--- config.mk ---
export PLATFORM = sky130hd
export DESIGN_NAME = rrl_cell
export DESIGN_NICKNAME = d
export VERILOG_FILES = /design/src/rtl/assert_macros.svh /design/src/rtl/rrl_pkg.sv /design/src/rtl/rrl_cell.sv
export SDC_FILE = /design/constraint.sdc
export NUM_CORES = 1
export LEC_CHECK = 0
export ABC_AREA = 1
export BUFFER_PORTS_ARGS = -buffer_cell sky130_fd_sc_hd__buf_4
export CAP_MARGIN = 30
export CORE_AREA = 3 3 154 156
export DETAILED_ROUTE_END_ITERATION = 16
export DIE_AREA = 0 0 157 159
export PLACE_DENSITY = 0.67
export SYNTH_ARGS = -nofsm -noshare
export SYNTH_HDL_FRONTEND = slang
export SYNTH_SLANG_ARGS = --single-unit
export TNS_END_PERCENT = 50
--- constraint.sdc ---
create_clock -name aclk -period 7 [get_ports aclk]
set_input_delay 1.05 -clock aclk [delete_from_list [all_inputs] [get_ports aclk]]
set_output_delay 1.05 -clock aclk [all_outputs]
set_load 0.01 [all_outputs]
--- src/rtl/assert_macros.svh ---
// Assertion helpers, clocked on aclk and held off during reset
`ifndef ASSERT_MACROS_SVH
`define ASSERT_MACROS_SVH

`define ASSERT_ALWAYS(label, cond) \
    label: assert property (@(posedge aclk) disable iff (!aresetn) (cond)) \
        else $error("assertion failed");

`define ASSERT_IMPLIES(label, ante, cons) \
    label: assert property (@(posedge aclk) disable iff (!aresetn) (ante) |-> (cons)) \
        else $error("assertion failed");

`endif

--- src/rtl/rrl_pkg.sv ---
package rrl_pkg;

    localparam int SLOTS_DEF     = 64;
    localparam int ADDR_BITS_DEF = 48;

    localparam int CMD_W        = 2;
    localparam int HANDLE_W     = 16;
    localparam int FIELD_ADDR_W = 48;
    localparam int SIZE_W       = 19;
    localparam int LEN_W        = 32;
    localparam int STATUS_W     = 2;
    localparam int COUNT_W      = 7;

    localparam int CMD_LSB    = 0;
    localparam int HANDLE_LSB = CMD_LSB + CMD_W;
    localparam int RBASE_LSB  = HANDLE_LSB + HANDLE_W;
    localparam int RSIZE_LSB  = RBASE_LSB + FIELD_ADDR_W;
    localparam int QADDR_LSB  = RSIZE_LSB + SIZE_W;
    localparam int QLEN_LSB   = QADDR_LSB + FIELD_ADDR_W;
    localparam int S_BITS     = QLEN_LSB + LEN_W;
    localparam int S_TDATA_W  = ((S_BITS + 7) / 8) * 8;

    localparam int STATUS_LSB = 0;
    localparam int OWNER_LSB  = STATUS_LSB + STATUS_W;
    localparam int COUNT_LSB  = OWNER_LSB + HANDLE_W;
    localparam int M_BITS     = COUNT_LSB + COUNT_W;
    localparam int M_TDATA_W  = ((M_BITS + 7) / 8) * 8;

    typedef enum logic [CMD_W-1:0] {
        CMD_ADD    = 2'd0,
        CMD_REMOVE = 2'd1,
        CMD_FIND   = 2'd2
    } cmd_e;

    typedef enum logic [STATUS_W-1:0] {
        ST_OK         = 2'd0,
        ST_FULL       = 2'd1,
        ST_BAD_HANDLE = 2'd2,
        ST_NOT_FOUND  = 2'd3
    } status_e;

    typedef enum logic [1:0] {
        OP_NONE,
        OP_ADD,
        OP_REMOVE,
        OP_FIND
    } op_t;

    typedef enum logic [1:0] {
        S_IDLE,
        S_RUN,
        S_DONE
    } state_t;

    typedef struct packed {
        op_t                 op;
        logic [HANDLE_W-1:0] handle;
    } bus_t;

    typedef struct packed {
        logic                valid;
        logic                done;
        logic [HANDLE_W-1:0] owner;
    } tok_t;

endpackage

--- src/rtl/rrl_cell.sv ---
module rrl_cell #(
    parameter int AW  = 48,
    parameter int CW  = 7,
    parameter int IDX = 0
) (
    input  logic                            aclk,
    input  logic                            aresetn,
    input  rrl_pkg::bus_t                   bus_i,
    input  logic [CW-1:0]                   count_i,
    input  logic [AW-1:0]                   add_base_i,
    input  logic [rrl_pkg::SIZE_W-1:0]      add_size_i,
    input  logic [AW-1:0]                   q_addr_i,
    input  logic [AW:0]                     q_end_i,
    input  rrl_pkg::tok_t                   tok_i,
    output rrl_pkg::tok_t                   tok_o,
    input  logic [AW-1:0]                   nb_base_i,
    input  logic [rrl_pkg::SIZE_W-1:0]      nb_size_i,
    input  logic [rrl_pkg::HANDLE_W-1:0]    nb_owner_i,
    output logic [AW-1:0]                   base_o,
    output logic [rrl_pkg::SIZE_W-1:0]      size_o,
    output logic [rrl_pkg::HANDLE_W-1:0]    owner_o
);
    import rrl_pkg::*;

    logic [AW-1:0]       base_reg,  base_next;
    logic [SIZE_W-1:0]   size_reg,  size_next;
    logic [HANDLE_W-1:0] owner_reg, owner_next;
    tok_t                tok_reg,   tok_next;
    logic                live;
    logic                slot_here;
    logic [AW:0]         region_end;
    logic                holds;

    assign live       = CW'(IDX) < count_i;
    assign slot_here  = count_i == CW'(IDX);
    assign region_end = {1'b0, base_reg} + (AW+1)'(size_reg);
    assign holds      = (q_addr_i >= base_reg) && (q_end_i <= region_end);

    always_comb begin
        tok_next   = tok_i;
        base_next  = base_reg;
        size_next  = size_reg;
        owner_next = owner_reg;
        if (tok_i.valid) begin
            case (bus_i.op)
                OP_ADD: begin
                    if (slot_here) begin
                        base_next  = add_base_i;
                        size_next  = add_size_i;
                        owner_next = bus_i.handle;
                    end
                end
                OP_REMOVE: begin
                    if (live && (tok_i.done || owner_reg == bus_i.handle)) begin
                        // close the gap: take the neighbour's entry
                        tok_next.done = 1'b1;
                        base_next     = nb_base_i;
                        size_next     = nb_size_i;
                        owner_next    = nb_owner_i;
                    end
                end
                OP_FIND: begin
                    if (live && !tok_i.done && holds) begin
                        tok_next.done  = 1'b1;
                        tok_next.owner = owner_reg;
                    end
                end
                default: begin
                end
            endcase
        end
    end

    always_ff @(posedge aclk) begin
        base_reg  <= base_next;
        size_reg  <= size_next;
        owner_reg <= owner_next;
        if (!aresetn) begin
            tok_reg <= '0;
        end else begin
            tok_reg <= tok_next;
        end
    end

    assign tok_o   = tok_reg;
    assign base_o  = base_reg;
    assign size_o  = size_reg;
    assign owner_o = owner_reg;

endmodule

==> qor.txt <==
post-layout util -> 56.2%
CP startpoint kind -> register
layout cells sized above 1 -> 35.6%
number of max-cap violations -> 0
CP arrival -> 4.61 ns
slew of the pin with the lowest slew margin -> 0.877 ns
DR pass1 iterations -> 6
Row Count -> 55
Max Fclk -> 230 MHz
fill cell count -> 2,158
Mapped Cells -> 1,105
post-layout min period -> 4.35 ns
top cells by count, synth -> nand2_1 (234), inv_1 (160), nor2_1 (121)
Post-Route Skew -> 0.0135 ns
die width -> 157 um
post-synthesis net count -> 1,514
gr usage total -> 23.5%
GRT overflow -> 0
outcome -> finished clean
fin. max-slew vios -> 0
setup TNS -> 0 ns
most area-consuming cells after synthesis -> edfxtp_1 (27%), ha_1 (16%), mux2_2 (10%)
post-route antenna net violation count -> 0
synthesized area per cell -> 8.26 um^2
cell area after placement -> 12,400 um^2
total power -> 1.69 mW
number of antenna violations at the first check in global routing -> 0
critical path, cell by cell -> ha_1, fa_1, nand3_1, nand2_2, nand2_1, nand2_2, nand2_2, nand2_4, a21oi_2, inv_1, a21oi_1, xor2_1, ha_1, nand2_1, inv_1, nand3_1, nor3_2, nand2_1, nor3_2, nand3_1, nand2_1, nand4_4, nor2_1, nor2_1
post-CTS setup buffers -> 0
fin nets -> 1,905
Post-CTS Resized -> 0
Syn-to-layout area delta -> 38.6%
Ports -> 393
WL/cell -> 17.0 um
unique cell type count in the Yosys netlist -> 49
largest area contributor in the netlist -> edfxtp_1
DP HPWL -> 26,000 um
flops & latches, synth -> 101
global-route wire length before repair -> 46,100 um
drc violations -> 0
EDFF count, synth -> 83
core area -> 22,500 um^2
CTS Hold Bufs -> 0
RD Place Congestion -> 0.908
largest net degree at the start of global routing -> 56
CTS H-Tree Depth -> 3
critical path peak fanout -> 32
Buf/Inv on CP -> 2
Routed WL -> 30,400 um
leakage -> 6.33 nW
1st-iter DRT viols -> 347
WS Path Type -> reg2reg
Root Driver -> clkbuf_16
Worst EP required -> 7.27 ns
Vias/cell -> 4.90
CTS tree -> built
Worst-Skew Late Latency -> 0.37 ns
Clock Sinks -> 101
P per Cell Area -> 134 nW/um^2
most frequent cell after synthesis -> nand2_1
Starting Density -> 40.6%
CP max stage cell -> edfxtp_1
Max Root-Sink Buffers -> 2
Worst path max stage delay -> 0.45 ns
Final Hold Viols -> 0
Async S/R FF share, synth -> 0%
Syn. warnings -> 0
multi-input logic area -> 5570 um^2
Design Area, Final -> 12,700 um^2
clock-pin transition on the worst setup and hold timing paths -> 0.09 ns
final setup vio count -> 0
VDD IR-drop max -> 0.0992 mV
worst rel slew slack -> 41.4%
RSZ-0062 raised after global routing -> no
critical path's top delay family -> simple AND/OR/NAND/NOR gates
Die Ht -> 159 um
Yosys top cell area share -> 27.3%
CP dominant cell by count -> nand2_1
DIE AREA -> 25,000 um^2
element type at the critical path end -> register
ANT cells -> 0
total CTS buffers -> 9
sequential share of the synthesized area -> 31.3%
Post-synth top flop -> edfxtp_1
vias in the first global route -> 8,936
number of port buffers -> 392
FF+latch area -> 2850 um^2
period utilisation layout -> 62.1%
Hold Crit Class -> reg2reg
via count -> 8,760
Mapped Area -> 9130 um^2
## final timing paths
path	depth (start not counted)	startpoint	end	slack (ns)
max reg2reg	24	base_o[0]$_DFFE_PP_	tok_o[4]$_SDFF_PN0_	2.65
min	2	owner_o[11]$_DFFE_PP_	tok_o[11]$_SDFF_PN0_	0.58
min reg2reg	2	owner_o[11]$_DFFE_PP_	tok_o[11]$_SDFF_PN0_	0.58
max	24	base_o[0]$_DFFE_PP_	tok_o[4]$_SDFF_PN0_	2.65
## state kept, by name, indices dropped and copies added (netlist names)
name / cells
size_o: 19
tok_o: 18
base_o: 48
owner_o: 16
## final cells by class
class	instances	area share, %
clock buffer	10	1.81
inverter	165	4.90
tap	285	2.82
clock inverter	6	0.494
timing repair buffer	394	23.4
sequential	101	22.5
multi-input combinational	825	44.1
## metal layers
layer  up-vias  track usage, %  part of all wire (%)
li1       4448               -                     -
met1      4006            26.8                    40
met2       285            44.0                    52
met3        21            6.22                   7.2
met4         0            4.38                   1.3
met5         -               0                     0
## kinds of logic (layout without fill, tap and decap cells)
kind of cell,count (synthesis),in the layout,synth area share [%]
compound gates,118,118,7.48
xor+xnor,60,60,5.84
fa+ha+maj,117,117,16.1
buf+inv,179,575,7.85
flops,101,101,31.3
mux,81,81,9.99
simple gates,449,449,21.5
## cells in the final DEF (no fill, tap or decap), drive strengths merged, types with 3 or more instances in the layout
master  netlist  final
a21o         10     10
a21oi        71     71
buf          13    394
clkbuf        1     10
dfxtp        18     18
edfxtp       83     83
ha          116    116
inv         164    169
mux2         81     81
nand2       240    240
nand3        23     23
nand4        19     19
nor2        129    129
nor3         28     28
nor4          4      4
o21a          4      4
o21ai        26     26
or2           3      3
xnor2        25     25
xor2         35     35
## through the flow
stage / std cells / hold WS, ns / setup slack (ns)
3_5_place_dp: 1770 / 0.560 / 2.62
5_1_grt: 1786 / 0.626 / 2.25
3_3_place_gp: 1770 / 0.554 / 2.70
2_1_floorplan: 1105 / 0.577 / 1.30
6_report: 1786 / 0.582 / 2.65
4_1_cts: 1786 / 0.583 / 2.59
## worst min-delay path, cell delays in order (launching register included)
cell and delay, ns:
edfxtp_1 0.40, nor2_1 0.06, nor2_1 0.09
## power by group
group	switching, mW	total [mW]	internal, mW
combinational	0.221	0.475	0.255
sequential	0.0192	0.697	0.678
clock	0.266	0.519	0.253
total	0.506	1.69	1.19
(Power assumes the default switching activity.)
